`config.mk`:
```
export PLATFORM = sky130hd
export DESIGN_NAME = stream_signature_and_header_check_flat
export DESIGN_NICKNAME = d
export VERILOG_FILES = /design/src/sv/sshc_pkg.sv /design/src/sv/sshc_in_if.sv /design/src/sv/sshc_out_if.sv /design/src/sv/sshc_match.sv /design/src/sv/sshc_judge.sv /design/src/sv/stream_signature_and_header_check.sv /design/src/flat_wrapper.sv
export SDC_FILE = /design/constraint.sdc
export NUM_CORES = 2
export LEC_CHECK = 0
export CORE_MARGIN = 3
export CORE_UTILIZATION = 45
export CTS_BUF_LIST = sky130_fd_sc_hd__clkbuf_4
export DETAILED_ROUTE_END_ITERATION = 8
export DONT_BUFFER_PORTS = 1
export GPL_ROUTABILITY_DRIVEN = 0
export SLEW_MARGIN = 5
export SYNTH_ARGS = -nofsm -noshare
export SYNTH_HDL_FRONTEND = slang
export SYNTH_SLANG_ARGS = --single-unit
```
`constraint.sdc`:
```
create_clock -name clk -period 9.6 [get_ports clk]
set_input_delay 1.92 -clock clk [delete_from_list [all_inputs] [get_ports clk]]
set_output_delay 1.92 -clock clk [all_outputs]
set_load 0.01 [all_outputs]
```
`src/sv/sshc_pkg.sv`:
```
// shared types, constants and signature tables for the stream signature and header check
// no dependencies
package sshc_pkg;

	localparam int HIST_DEPTH = 9;
	localparam int SIG_COUNT  = 4;
	localparam int SIG_MAX    = 10;
	localparam int FILL_W     = 4;
	localparam int DIM_W      = 16;
	localparam int SMALL_W    = 8;
	localparam int CAP_W      = 42;
	localparam int FBC_W      = 37;
	localparam int VERDICT_W  = 3;
	localparam int IDX_W      = 3;
	localparam int MUL_A_W    = 40;
	localparam int MUL_B_W    = 16;
	localparam int PROD_W     = 45;

	typedef logic [7:0] byte_t;
	typedef byte_t [HIST_DEPTH-1:0] hist_t;

	typedef enum logic [VERDICT_W-1:0] {
		V_OK        = 3'd0,
		V_EMPTY     = 3'd1,
		V_SIGNATURE = 3'd2,
		V_MALFORMED = 3'd3,
		V_CODEC     = 3'd4,
		V_OUT_SMALL = 3'd5
	} verdict_t;

	localparam logic [IDX_W-1:0] REG_FRAME_WIDTH   = 3'd0;
	localparam logic [IDX_W-1:0] REG_FRAME_HEIGHT  = 3'd1;
	localparam logic [IDX_W-1:0] REG_CHANNEL_COUNT = 3'd2;
	localparam logic [IDX_W-1:0] REG_SAMPLE_BITS   = 3'd3;
	localparam logic [IDX_W-1:0] REG_CODEC_CODE    = 3'd4;
	localparam logic [IDX_W-1:0] REG_STORE_SPACE   = 3'd5;

	localparam logic [SMALL_W-1:0] CODEC_RAW     = 8'd0;
	localparam logic [SMALL_W-1:0] CODEC_MAX     = 8'd4;
	localparam logic [SMALL_W-1:0] BITS_8        = 8'd8;
	localparam logic [SMALL_W-1:0] BITS_16       = 8'd16;
	localparam logic [SMALL_W-1:0] CHANNEL_RESET = 8'd3;
	localparam logic [SMALL_W-1:0] BITS_RESET    = 8'd8;

	typedef struct packed {
		logic [DIM_W-1:0]   frame_width;
		logic [DIM_W-1:0]   frame_height;
		logic [SMALL_W-1:0] channel_count;
		logic [SMALL_W-1:0] sample_bits;
		logic [SMALL_W-1:0] codec_code;
		logic [CAP_W-1:0]   store_space;
	} cfg_t;

	localparam int SIG_LEN [SIG_COUNT] = '{8, 10, 8, 4};

	localparam byte_t SIG_BYTES [SIG_COUNT][SIG_MAX] = '{
		'{8'h00, 8'h00, 8'h00, 8'h01, 8'h67, 8'hFF, 8'hFF, 8'hFF, 8'h00, 8'h00},
		'{8'h6D, 8'h6F, 8'h6F, 8'h76, 8'h00, 8'h00, 8'h00, 8'h00, 8'hFF, 8'hFF},
		'{8'h80, 8'h60, 8'hFF, 8'hFF, 8'h00, 8'h00, 8'h00, 8'h00, 8'h00, 8'h00},
		'{8'h00, 8'h00, 8'h01, 8'h80, 8'h00, 8'h00, 8'h00, 8'h00, 8'h00, 8'h00}
	};

	// signature s ends at the current byte, all of it inside the stream
	function automatic logic sig_hit(input int s, input byte_t cur, input hist_t hist,
			input logic [FILL_W-1:0] fill);
		logic hit;
		int   len;
		len = SIG_LEN[s];
		hit = ((int'(fill) + 1) >= len) && (cur == SIG_BYTES[s][len-1]);
		for (int k = 1; k < SIG_MAX; k++) begin
			if (k < len) begin
				if (hist[k-1] != SIG_BYTES[s][len-1-k])
					hit = 1'b0;
			end
		end
		return hit;
	endfunction

endpackage

```
`src/sv/sshc_in_if.sv`:
```
// input request channel: one stream byte and/or end marker per request
// depends on nothing
interface sshc_in_if;
	logic       valid;
	logic       ready;
	logic [7:0] data_byte;
	logic       has_byte;
	logic       end_of_stream;

	modport source(output valid, data_byte, has_byte, end_of_stream, input ready);
	modport sink(input valid, data_byte, has_byte, end_of_stream, output ready);
endinterface

```
`src/sv/sshc_out_if.sv`:
```
// result channel: verdict and frame byte count
// depends on sshc_pkg
interface sshc_out_if;
	import sshc_pkg::*;

	logic                 valid;
	logic                 ready;
	logic [VERDICT_W-1:0] verdict;
	logic [FBC_W-1:0]     frame_byte_count;

	modport source(output valid, verdict, frame_byte_count, input ready);
	modport sink(input valid, verdict, frame_byte_count, output ready);
endinterface

```
`src/sv/sshc_match.sv`:
```
// byte history, fill and length counters and four-way signature compare
// depends on sshc_pkg
module sshc_match #(
	parameter int COUNT_WIDTH = 42
) (
	input  logic                   clk,
	input  logic                   arst_n,
	input  logic                   take,
	input  sshc_pkg::byte_t        data,
	input  logic                   clear,
	output logic [COUNT_WIDTH-1:0] total,
	output logic                   seen
);
	import sshc_pkg::*;

	hist_t                   hist_q;
	logic [FILL_W-1:0]       fill_q;
	logic [COUNT_WIDTH-1:0]  total_q;
	logic                    seen_q;
	logic [SIG_COUNT-1:0]    hits;

	always_comb begin
		for (int s = 0; s < SIG_COUNT; s++)
			hits[s] = sig_hit(s, data, hist_q, fill_q);
	end

	always_ff @(posedge clk or negedge arst_n) begin
		if (!arst_n) begin
			fill_q  <= '0;
			total_q <= '0;
			seen_q  <= 1'b0;
		end else if (clear) begin
			fill_q  <= '0;
			total_q <= '0;
			seen_q  <= 1'b0;
		end else if (take) begin
			seen_q <= seen_q | (|hits);
			if (fill_q < FILL_W'(HIST_DEPTH))
				fill_q <= fill_q + 1'b1;
			if (total_q != '1)
				total_q <= total_q + 1'b1;
		end
	end

	// newest byte at entry 0
	always_ff @(posedge clk) begin
		if (take)
			hist_q <= {hist_q[HIST_DEPTH-2:0], data};
	end

	assign total = total_q;
	assign seen  = seen_q;

endmodule

```
`src/sv/sshc_judge.sv`:
```
// end-of-stream sequencer: shared multiplier builds the frame size, then the verdict
// depends on sshc_pkg, sshc_out_if
module sshc_judge #(
	parameter int COUNT_WIDTH   = 42,
	parameter int MAX_DIMENSION = 16384
) (
	input  logic                   clk,
	input  logic                   arst_n,
	input  logic                   start,
	input  sshc_pkg::cfg_t         cfg,
	input  logic [COUNT_WIDTH-1:0] total,
	input  logic                   seen,
	output logic                   idle,
	output logic                   clear,
	sshc_out_if.source             res
);
	import sshc_pkg::*;

	typedef enum logic [4:0] {
		S_IDLE   = 5'b00001,
		S_MUL_H  = 5'b00010,
		S_MUL_C  = 5'b00100,
		S_MUL_S  = 5'b01000,
		S_DECIDE = 5'b10000
	} state_t;

	localparam int CMP_W = (COUNT_WIDTH > PROD_W) ? COUNT_WIDTH : PROD_W;
	localparam logic [DIM_W-1:0] MAX_DIM = DIM_W'(MAX_DIMENSION);

	state_t                       state_q;
	logic [PROD_W-1:0]            prod_q;
	logic [MUL_B_W-1:0]           mul_b;
	logic [MUL_A_W+MUL_B_W-1:0]   mul_full;
	logic                         advance;
	logic                         dim_bad;
	logic                         raw_short;
	logic                         bits_bad;
	logic                         cap_short;
	verdict_t                     verdict_d;
	logic                         valid_q;
	logic [VERDICT_W-1:0]         verdict_q;
	logic [FBC_W-1:0]             count_q;

	// operand b of the shared multiplier per step
	always_comb begin
		unique case (state_q)
			S_MUL_H: mul_b = cfg.frame_height;
			S_MUL_C: mul_b = MUL_B_W'(cfg.channel_count);
			S_MUL_S: mul_b = MUL_B_W'(cfg.sample_bits[7:3]);
			default: mul_b = '0;
		endcase
	end

	assign mul_full = prod_q[MUL_A_W-1:0] * mul_b;

	assign advance = !valid_q || res.ready;
	assign idle    = (state_q == S_IDLE);
	assign clear   = (state_q == S_DECIDE) && advance;

	assign dim_bad = (cfg.frame_width == '0) || (cfg.frame_height == '0) ||
		(cfg.channel_count == '0) || (cfg.frame_width > MAX_DIM) ||
		(cfg.frame_height > MAX_DIM);
	assign raw_short = (cfg.codec_code == CODEC_RAW) &&
		(CMP_W'(total) < CMP_W'(prod_q));
	assign bits_bad  = (cfg.sample_bits != BITS_8) && (cfg.sample_bits != BITS_16);
	assign cap_short = PROD_W'(cfg.store_space) < prod_q;

	always_comb begin
		if (total == '0)
			verdict_d = V_EMPTY;
		else if (seen)
			verdict_d = V_SIGNATURE;
		else if (dim_bad || raw_short || bits_bad)
			verdict_d = V_MALFORMED;
		else if (cfg.codec_code > CODEC_MAX)
			verdict_d = V_CODEC;
		else if (cap_short)
			verdict_d = V_OUT_SMALL;
		else
			verdict_d = V_OK;
	end

	always_ff @(posedge clk or negedge arst_n) begin
		if (!arst_n) begin
			state_q <= S_IDLE;
		end else begin
			unique case (state_q)
				S_IDLE:   if (start) state_q <= S_MUL_H;
				S_MUL_H:  state_q <= S_MUL_C;
				S_MUL_C:  state_q <= S_MUL_S;
				S_MUL_S:  state_q <= S_DECIDE;
				S_DECIDE: if (advance) state_q <= S_IDLE;
				default:  state_q <= S_IDLE;
			endcase
		end
	end

	// width * height * channels * (bits / 8), one factor per cycle
	always_ff @(posedge clk) begin
		if (state_q == S_IDLE)
			prod_q <= PROD_W'(cfg.frame_width);
		else if (state_q != S_DECIDE)
			prod_q <= mul_full[PROD_W-1:0];
	end

	always_ff @(posedge clk or negedge arst_n) begin
		if (!arst_n) begin
			valid_q <= 1'b0;
		end else if (clear) begin
			valid_q <= 1'b1;
		end else if (res.ready) begin
			valid_q <= 1'b0;
		end
	end

	always_ff @(posedge clk) begin
		if (clear) begin
			verdict_q <= verdict_d;
			count_q   <= (verdict_d == V_OK) ? prod_q[FBC_W-1:0] : '0;
		end
	end

	assign res.valid            = valid_q;
	assign res.verdict          = verdict_q;
	assign res.frame_byte_count = count_q;

endmodule

```
`src/sv/stream_signature_and_header_check.sv`:
```
// top level: configuration registers, byte matcher and end-of-stream judge
// depends on sshc_pkg, sshc_in_if, sshc_out_if, sshc_match, sshc_judge
//
// channel  dir  payload                                   handshake
// stream   in   data_byte, has_byte, end_of_stream        valid/ready
// result   out  verdict, frame_byte_count                 valid/ready
// cfg      in   cfg_index, cfg_wdata                      cfg_wr_en, no wait
//
// a request without end marker is taken while the judge is idle, so bytes stream at one per cycle while it is idle
// a request with end marker walks the judge through three steps of the shared multiplier
// and a compare step; the result register then frees the input side
// reset clears the stream counters and loads the register defaults
// a stalled result holds the judge in its compare step until the slot frees
module stream_signature_and_header_check #(
	parameter int COUNT_WIDTH   = 42,
	parameter int MAX_DIMENSION = 16384
) (
	input  logic                        clk,
	input  logic                        arst_n,
	sshc_in_if.sink                     stream,
	sshc_out_if.source                  result,
	input  logic                        cfg_wr_en,
	input  logic [sshc_pkg::IDX_W-1:0]  cfg_index,
	input  logic [sshc_pkg::CAP_W-1:0]  cfg_wdata
);
	import sshc_pkg::*;

	cfg_t                   cfg_q;
	logic                   accept;
	logic                   idle;
	logic                   clear;
	logic [COUNT_WIDTH-1:0] total;
	logic                   seen;

	always_ff @(posedge clk or negedge arst_n) begin
		if (!arst_n) begin
			cfg_q.frame_width   <= '0;
			cfg_q.frame_height  <= '0;
			cfg_q.channel_count <= CHANNEL_RESET;
			cfg_q.sample_bits   <= BITS_RESET;
			cfg_q.codec_code    <= CODEC_RAW;
			cfg_q.store_space   <= '0;
		end else if (cfg_wr_en) begin
			unique case (cfg_index)
				REG_FRAME_WIDTH:   cfg_q.frame_width   <= cfg_wdata[DIM_W-1:0];
				REG_FRAME_HEIGHT:  cfg_q.frame_height  <= cfg_wdata[DIM_W-1:0];
				REG_CHANNEL_COUNT: cfg_q.channel_count <= cfg_wdata[SMALL_W-1:0];
				REG_SAMPLE_BITS:   cfg_q.sample_bits   <= cfg_wdata[SMALL_W-1:0];
				REG_CODEC_CODE:    cfg_q.codec_code    <= cfg_wdata[SMALL_W-1:0];
				REG_STORE_SPACE:   cfg_q.store_space   <= cfg_wdata;
				default: ;
			endcase
		end
	end

	assign stream.ready = idle;
	assign accept       = stream.valid && idle;

	sshc_match #(
		.COUNT_WIDTH(COUNT_WIDTH)
	) u_match (
		.clk    (clk),
		.arst_n (arst_n),
		.take   (accept && stream.has_byte),
		.data   (stream.data_byte),
		.clear  (clear),
		.total  (total),
		.seen   (seen)
	);

	sshc_judge #(
		.COUNT_WIDTH   (COUNT_WIDTH),
		.MAX_DIMENSION (MAX_DIMENSION)
	) u_judge (
		.clk    (clk),
		.arst_n (arst_n),
		.start  (accept && stream.end_of_stream),
		.cfg    (cfg_q),
		.total  (total),
		.seen   (seen),
		.idle   (idle),
		.clear  (clear),
		.res    (result)
	);

	a_busy_after_end: assert property (@(posedge clk) disable iff (!arst_n)
		(accept && stream.end_of_stream) |=> !stream.ready)
		else $error("input ready while judging a stream");

	a_ok_has_count: assert property (@(posedge clk) disable iff (!arst_n)
		(result.valid && (result.verdict == VERDICT_W'(V_OK))) |->
		(result.frame_byte_count != '0))
		else $error("ok verdict with zero frame size");

	a_fail_no_count: assert property (@(posedge clk) disable iff (!arst_n)
		(result.valid && (result.verdict != VERDICT_W'(V_OK))) |->
		(result.frame_byte_count == '0))
		else $error("failed verdict with nonzero frame size");

endmodule
```
`src/flat_wrapper.sv`:
```
// flat-port wrapper written by rule: the top's interface ports become plain ports
module stream_signature_and_header_check_flat import sshc_pkg::*;
#(
	parameter int COUNT_WIDTH   = 42,
	parameter int MAX_DIMENSION = 16384
)
  (clk, arst_n, cfg_wr_en, cfg_index, cfg_wdata, stream_valid, stream_data_byte, stream_has_byte, stream_end_of_stream, stream_ready, result_valid, result_verdict, result_frame_byte_count, result_ready);
  sshc_in_if stream_i ();
  sshc_out_if result_i ();
  input  logic clk;
  input  logic arst_n;
  input  logic cfg_wr_en;
  input  logic [sshc_pkg::IDX_W-1:0] cfg_index;
  input  logic [sshc_pkg::CAP_W-1:0] cfg_wdata;
  input wire logic [$bits(stream_i.valid)-1:0] stream_valid;
  input wire logic [$bits(stream_i.data_byte)-1:0] stream_data_byte;
  input wire logic [$bits(stream_i.has_byte)-1:0] stream_has_byte;
  input wire logic [$bits(stream_i.end_of_stream)-1:0] stream_end_of_stream;
  output wire logic [$bits(stream_i.ready)-1:0] stream_ready;
  output wire logic [$bits(result_i.valid)-1:0] result_valid;
  output wire logic [$bits(result_i.verdict)-1:0] result_verdict;
  output wire logic [$bits(result_i.frame_byte_count)-1:0] result_frame_byte_count;
  input wire logic [$bits(result_i.ready)-1:0] result_ready;
  assign stream_i.valid = stream_valid;
  assign stream_i.data_byte = stream_data_byte;
  assign stream_i.has_byte = stream_has_byte;
  assign stream_i.end_of_stream = stream_end_of_stream;
  assign stream_ready = stream_i.ready;
  assign result_valid = result_i.valid;
  assign result_verdict = result_i.verdict;
  assign result_frame_byte_count = result_i.frame_byte_count;
  assign result_i.ready = result_ready;
  stream_signature_and_header_check #(.COUNT_WIDTH(COUNT_WIDTH), .MAX_DIMENSION(MAX_DIMENSION)) u_core (.clk(clk), .arst_n(arst_n), .stream(stream_i), .result(result_i), .cfg_wr_en(cfg_wr_en), .cfg_index(cfg_index), .cfg_wdata(cfg_wdata));
endmodule
```
---- Yosys cells after proc, flatten, opt, wreduce, memory -nomap -nowiden ----
Index checks and enable logic that the tools add are counted.
word-level totals
  flip-flop bits (word level) ............. 308
  output and inout bits ................... 42
  bits of input ports ..................... 60
operators by class
  $lt $le $gt $ge ......................... 9
  eq/ne operators ......................... 31
  mux-type cells .......................... 47
  reductions and logical operators ........ 48
  add/subtract/negate cells ............... 3
  bitwise gates (word level) .............. 1
  $mul .................................... 1
operators with widths
  operator                                                          count
  two-way mux 42 bit                                                3
  less-than comparator 42 x 45 -> 1 bit                             2
  >= comparator 32 x 5 -> 1 bit (second input constant)             2
  nonzero test 8 bit                                                7
  != test 8 x 7 -> 1 bit (second input constant)                    6
  case mux 16 bit (3 select lines)                                  1
  multiplier 40 x 16 -> 45 bit                                      1
  adder 42 x 1 -> 42 bit (second input constant)                    1
  logical NOT 42 bit                                                1
  != test 42 bit (second input constant)                            1
  != test 8 bit (second input constant)                             5
  >= comparator 32 x 4 -> 1 bit (second input constant)             1
  greater-than comparator 16 x 15 -> 1 bit (second input constant)  2
  logical NOT 16 bit                                                2
  two-way mux 16 bit                                                2
  two-way mux 1 bit                                                 30
  case mux 5 bit (5 select lines)                                   1
  logical NOT 8 bit                                                 3
  AND reduction 2 bit                                               9
  == test 8 bit (second input constant)                             2
  != test 8 x 1 -> 1 bit (second input constant)                    2
  two-way mux 3 bit                                                 5
  two-way mux 4 bit                                                 3
  logical AND 1 bit                                                 10
  other kinds (23)                                                  38

---- Longest topological paths before layout ----
  depth in word-level cells ............... 16
  depth in mapped cells ................... 29
  depth with buffers taken out ............ 26

---- Cells and area by module ----
Synthesis repeated with hierarchy kept, for this count alone.
unflattened totals
  cell total of the unflattened synthesis .. 3282
  area total of the unflattened synthesis .. 32149.6 µm²
by module, submodules not included
  module                             seq. area each (µm²)  cells each  area an instance (µm²)  times used
  sshc_judge                         2413.6                2632        23105.9                 1
  sshc_match                         3338.2                436         5318.9                  1
  stream_signature_and_header_check  2456.1                214         3724.8                  1

---- Worst setup path after synthesis ----
No wires, ideal clock.
  path kind ............................... reg2reg
  from .................................... register u_core.u_judge.state_q[3]
  to ...................................... register u_core.u_judge.prod_q[44]
  data arrival time ....................... 7.494 ns
  required time ........................... 9.513 ns
  clock period less this slack ............ 7.581 ns
  stages on the path, launching flop included .. 28
  buffers on the path ..................... 3
  slack ................................... 2.019 ns
  path through ............................ dfrtp_1 -> or3_4 -> nor3b_2 -> buf_2 -> a22oi_1 -> nand2_1 -> clkbuf_1 -> nand2_1 -> fa_1 -> fa_1 -> fa_1 -> inv_1 -> fa_1 -> fa_1 -> inv_1 -> fa_1 -> inv_1 -> ha_1 -> buf_2 -> nand2_1 -> o21ai_0 -> a32oi_1 -> o211ai_1 -> a41oi_2 -> o311a_1 -> nor3_1 -> xnor3_1 -> o31ai_1
between the ends
  longest elaborated chain between the ends .. 3
  elaborated cells on any way between the ends .. 7
RTL lines
  item                                            RTL line           text
  from (decl)                                     sshc_judge.sv:30   state_t state_q;
  from (signal assigned)                          sshc_judge.sv:85   state_q <= S_IDLE;
  from (signal assigned)                          sshc_judge.sv:88   S_IDLE: if (start) state_q <= S_MUL_H;
  from (signal assigned)                          sshc_judge.sv:89   S_MUL_H: state_q <= S_MUL_C;
  == test 5 x 4 -> 1 bit (tied with other cells)  sshc_judge.sv:46   unique case (state_q)
  case mux 16 bit (3 select lines)                sshc_judge.sv:46
  multiplier 40 x 16 -> 45 bit                    sshc_judge.sv:54   assign mul_full = prod_q[MUL_A_W-1:0] * mul_b;
  to (signal assigned)                            sshc_judge.sv:101  prod_q <= PROD_W'(cfg.frame_width);
  to (signal assigned)                            sshc_judge.sv:103  prod_q <= mul_full[PROD_W-1:0];
  to (decl)                                       sshc_judge.sv:31   logic [PROD_W-1:0] prod_q;
Parallel ways exist; a longest one is shown, timed or not.
A chain may end at the register's enable or synchronous reset.

---- Final worst setup path ----
  from .................................... register u_core.u_judge.state_q[3]
  to ...................................... register u_core.u_judge.prod_q[42]
The elaborated chain is that of the path after synthesis.

==> run_results.csv <==
group,metric,value,unit
place,port_buffers,0,
logic_synthesis,synth_most_common_cell,"inv_1",
route,final_antenna_net_count,0,
logic_synthesis,ys.flop_type,"dfrtp_1",
clock_network,cts.sinks,308,
logic_synthesis,synth_top_area_cell,"fa_1",
logic_synthesis,ys_top_cells_by_area,"fa_1 (30%), edfxtp_1 (12%), dfrtp_1 (12%), inv_1 (6.8%), ha_1 (6.7%)",
logic_synthesis,synthCells,3216,
clock_network,clk_latency,860,ps
pwr,p_leak,15.1,nW
route,first_pass_iters,5,
cells_and_area,nFillCells,6414,
clock_network,cts_hold_buffers,0,
pwr,p_per_area,141,nW/µm²
cells_and_area,area_growth_syn_to_layout,6.82,%
worst_setup_path,crit_path_frequent_cell,"fa_1",
cells_and_area,layout.cells.non_filler,4206,
logic_synthesis,syn-num-nets,3924,
global_route,grt_max_degree,152,
logic_synthesis,syn_avg_cell_area,9.81,µm²
clock_network,cts_buffers,86,
floorplan,die_w,271,µm
global_route,grt_pass1_wl,147000,µm
place,dp_cells,4044,
route,num_vias,23615,
route,postRouteWirelength,93200,µm
worst_setup_path,reg2reg_depth,25,
clock_network,cts_setup_buffers,0,
sta,relSlewSlack,14.9,%
logic_synthesis,postSynth.asyncResetShare,49.0,%
cells_and_area,layout.nets,3909,
run_status,outcome,"finished clean",
worst_hold_path,hp-class,"reg -> reg",
floorplan,core_area,69100,µm²
logic_synthesis,synth_common_cells,"inv_1 (570), fa_1 (478), nand2_1 (471), ha_1 (170), dfrtp_1 (147)",
global_route,grt_util_all_layers,26.0,%
worst_setup_path,max_stage_delay,690,ps
floorplan,die-area,73300,µm²
logic_synthesis,synth_edf_count,128,
clock_network,cts_tree,"built",
sta,setup-tns-final,0,ps
cells_and_area,drive_gt1_share,9.53,%
logic_synthesis,yosys_warnings,0,
flow_run,cap_viol_max_count,0,
clock_network,max-clock-path-buffers,3,
route,via_per_inst,5.61,
worst_setup_path,critPathKind,"reg -> reg",
worst_setup_path,worstPathRequired,10380,ps
sta,grt_setup_unrepaired,"no",
worst_setup_path,worstPathArrival,9930,ps
route,wire_per_inst,22.1,µm
sta,hold_ws,441,ps
sta,setup_viol,0,
logic_synthesis,synth_cell_types,80,
global_route,grt_overflow,0,
global_route,grt_pass1_vias,25204,
sta,fmax,0.109,GHz
logic_synthesis,syn_area,31600,µm²
place,place_hpwl,70200,µm
floorplan,die_h,271,µm
sta,min_period,9150,ps
logic_synthesis,synth_seq_cells,308,
global_route,antenna_found_initial,2,
worst_setup_path,cp_max_fo,54,
route,drc,0,
logic_synthesis,synth_top_area_share,30.3,%
sta,timing.final.crit_share,95.3,%
clock_network,clockRootBuffer,"clkbuf_4",
worst_hold_path,min_delay_path_depth,0,
sta,setup_ws,453,ps
sta,skew,77.6,ps
place,dp_slack,515,ps
floorplan,start_util,45.7,%
clock_network,cts-resized-gates,0,
sta,maxSlewViolCount,0,
worst_setup_path,endpoint_kind,"flop",
sta,tightest_slew,1270,ps
worst_setup_path,start_kind,"flop",
floorplan,num_rows,96,
clock_network,path_clk_slew,70,ps
clock_network,htreeDepth,3,
route,drtIter0Drc,1796,
floorplan,top_level_ports,102,
worst_setup_path,cpMaxStageDelayCell,"o211ai_1",
logic_synthesis,ys_seq_area_share,26.0,%
sta,hold_violations,0,
pwr,vdd_ir_drop_max,0.107,mV
==> flip-flops by register name (all words and copies together), names as in the netlist <==
| signal | count |
|---|---|
| u_core.cfg_q | 98 |
| u_core.u_match.hist_q | 72 |
| u_core.u_judge.prod_q | 45 |
| u_core.u_match.total | 42 |
| u_core.u_judge.res.frame_byte_count | 37 |
| u_core.u_judge.state_q | 5 |
| u_core.u_match.fill_q | 4 |
| u_core.u_judge.res.verdict | 3 |
| u_core.u_judge.res.valid | 1 |
| u_core.u_match.seen | 1 |
==> layout make-up <==
class	instances	area [µm²]	share of cell area [%]
Clock inverter	34	193	0.572
Antenna cell	2	5.00	0.0148
Multi-Input combinational cell	2187	20700	61.3
Inverter	571	2150	6.37
Timing Repair Buffer	47	365	1.08
Clock buffer	126	946	2.81
Sequential cell	308	8210	24.3
Tap cell	931	1160	3.46
==> critical path: cells and delay by family (launching register included) <==
family	cells	cell delay (ps)
compound gates	7	2940
fa+ha+maj	7	3520
buf+inv	5	730
flops	1	400
simple gates	6	1470
==> through the flow <==
stage                     total power [mW]  utilization, %  area, µm²
after CTS                             4.78            48.8      33700
after global placement                3.45            47.2      32600
final                                 4.76            48.8      33700
after floorplan                       2.84               -      31600
after global routing                  5.06            48.8      33700
after detailed placement              3.50            47.2      32600
==> cell usage in the layout (no fill, tap or decap), types with 8 or more instances in the layout <==
master / synthesis / final
a211oi_1: 9 / 9
a21o_1: 40 / 40
a21oi_1: 139 / 138
a31oi_1: 11 / 11
and2_1: 101 / 101
and3_1: 54 / 54
and4_1: 8 / 8
buf_4: 0 / 46
clkbuf_4: 0 / 126
clkinv_1: 0 / 19
clkinv_2: 0 / 8
dfrtp_1: 147 / 147
dfxtp_1: 29 / 29
edfxtp_1: 128 / 128
fa_1: 478 / 478
ha_1: 170 / 170
inv_1: 570 / 567
mux2_2: 98 / 98
nand2_1: 471 / 471
nand2b_1: 9 / 9
nand3_1: 36 / 36
nand4_1: 45 / 45
nand4b_1: 9 / 9
nor2_1: 141 / 141
nor3_1: 29 / 27
nor4_1: 67 / 67
o21a_1: 9 / 9
o21ai_0: 42 / 42
xnor2_1: 47 / 47
xor2_1: 48 / 48
==> routing by layer <==
metal  global-route usage (%)  wire length [µm]  vias to the layer above
met5                        0                18                        -
met4                     10.2              3890                        2
met3                     6.58              8180                      238
met2                     40.6             42600                      998
met1                     34.9             38500                    12031
li1                         -                 -                    10346
==> power by group <==
part,internal [mW],switching [mW]
combinational,0.524,1.01
sequential,1.60,0.376
clock,0.617,0.628
==> logic make-up after synthesis <==
| group | count (synthesis) | synth area share (%) |
|---|---|---|
| adders and majority gates | 648 | 37.1 |
| AOI/OAI and AO/OA | 331 | 6.63 |
| DFF | 308 | 26.0 |
| buffers and inverters | 721 | 8.63 |
| xor gates and xnor gates | 96 | 2.71 |
| and+or+nand+nor | 1011 | 15.4 |
| muxes | 101 | 3.59 |
==> final timing paths <==
check,start,endpoint,slack (ps)
max,u_core.u_judge.state_q[3],u_core.u_judge.prod_q[42],450
min,u_core.u_match.hist_q[58],u_core.u_match.hist_q[66],440
max reg2reg,u_core.u_judge.state_q[3],u_core.u_judge.prod_q[42],450
min reg2reg,u_core.u_match.hist_q[58],u_core.u_match.hist_q[66],440
max in group asynchronous,arst_n,u_core.cfg_q[58],8500
min in group asynchronous,arst_n,u_core.cfg_q[54],800
Power figures use the tool's default switching activity.
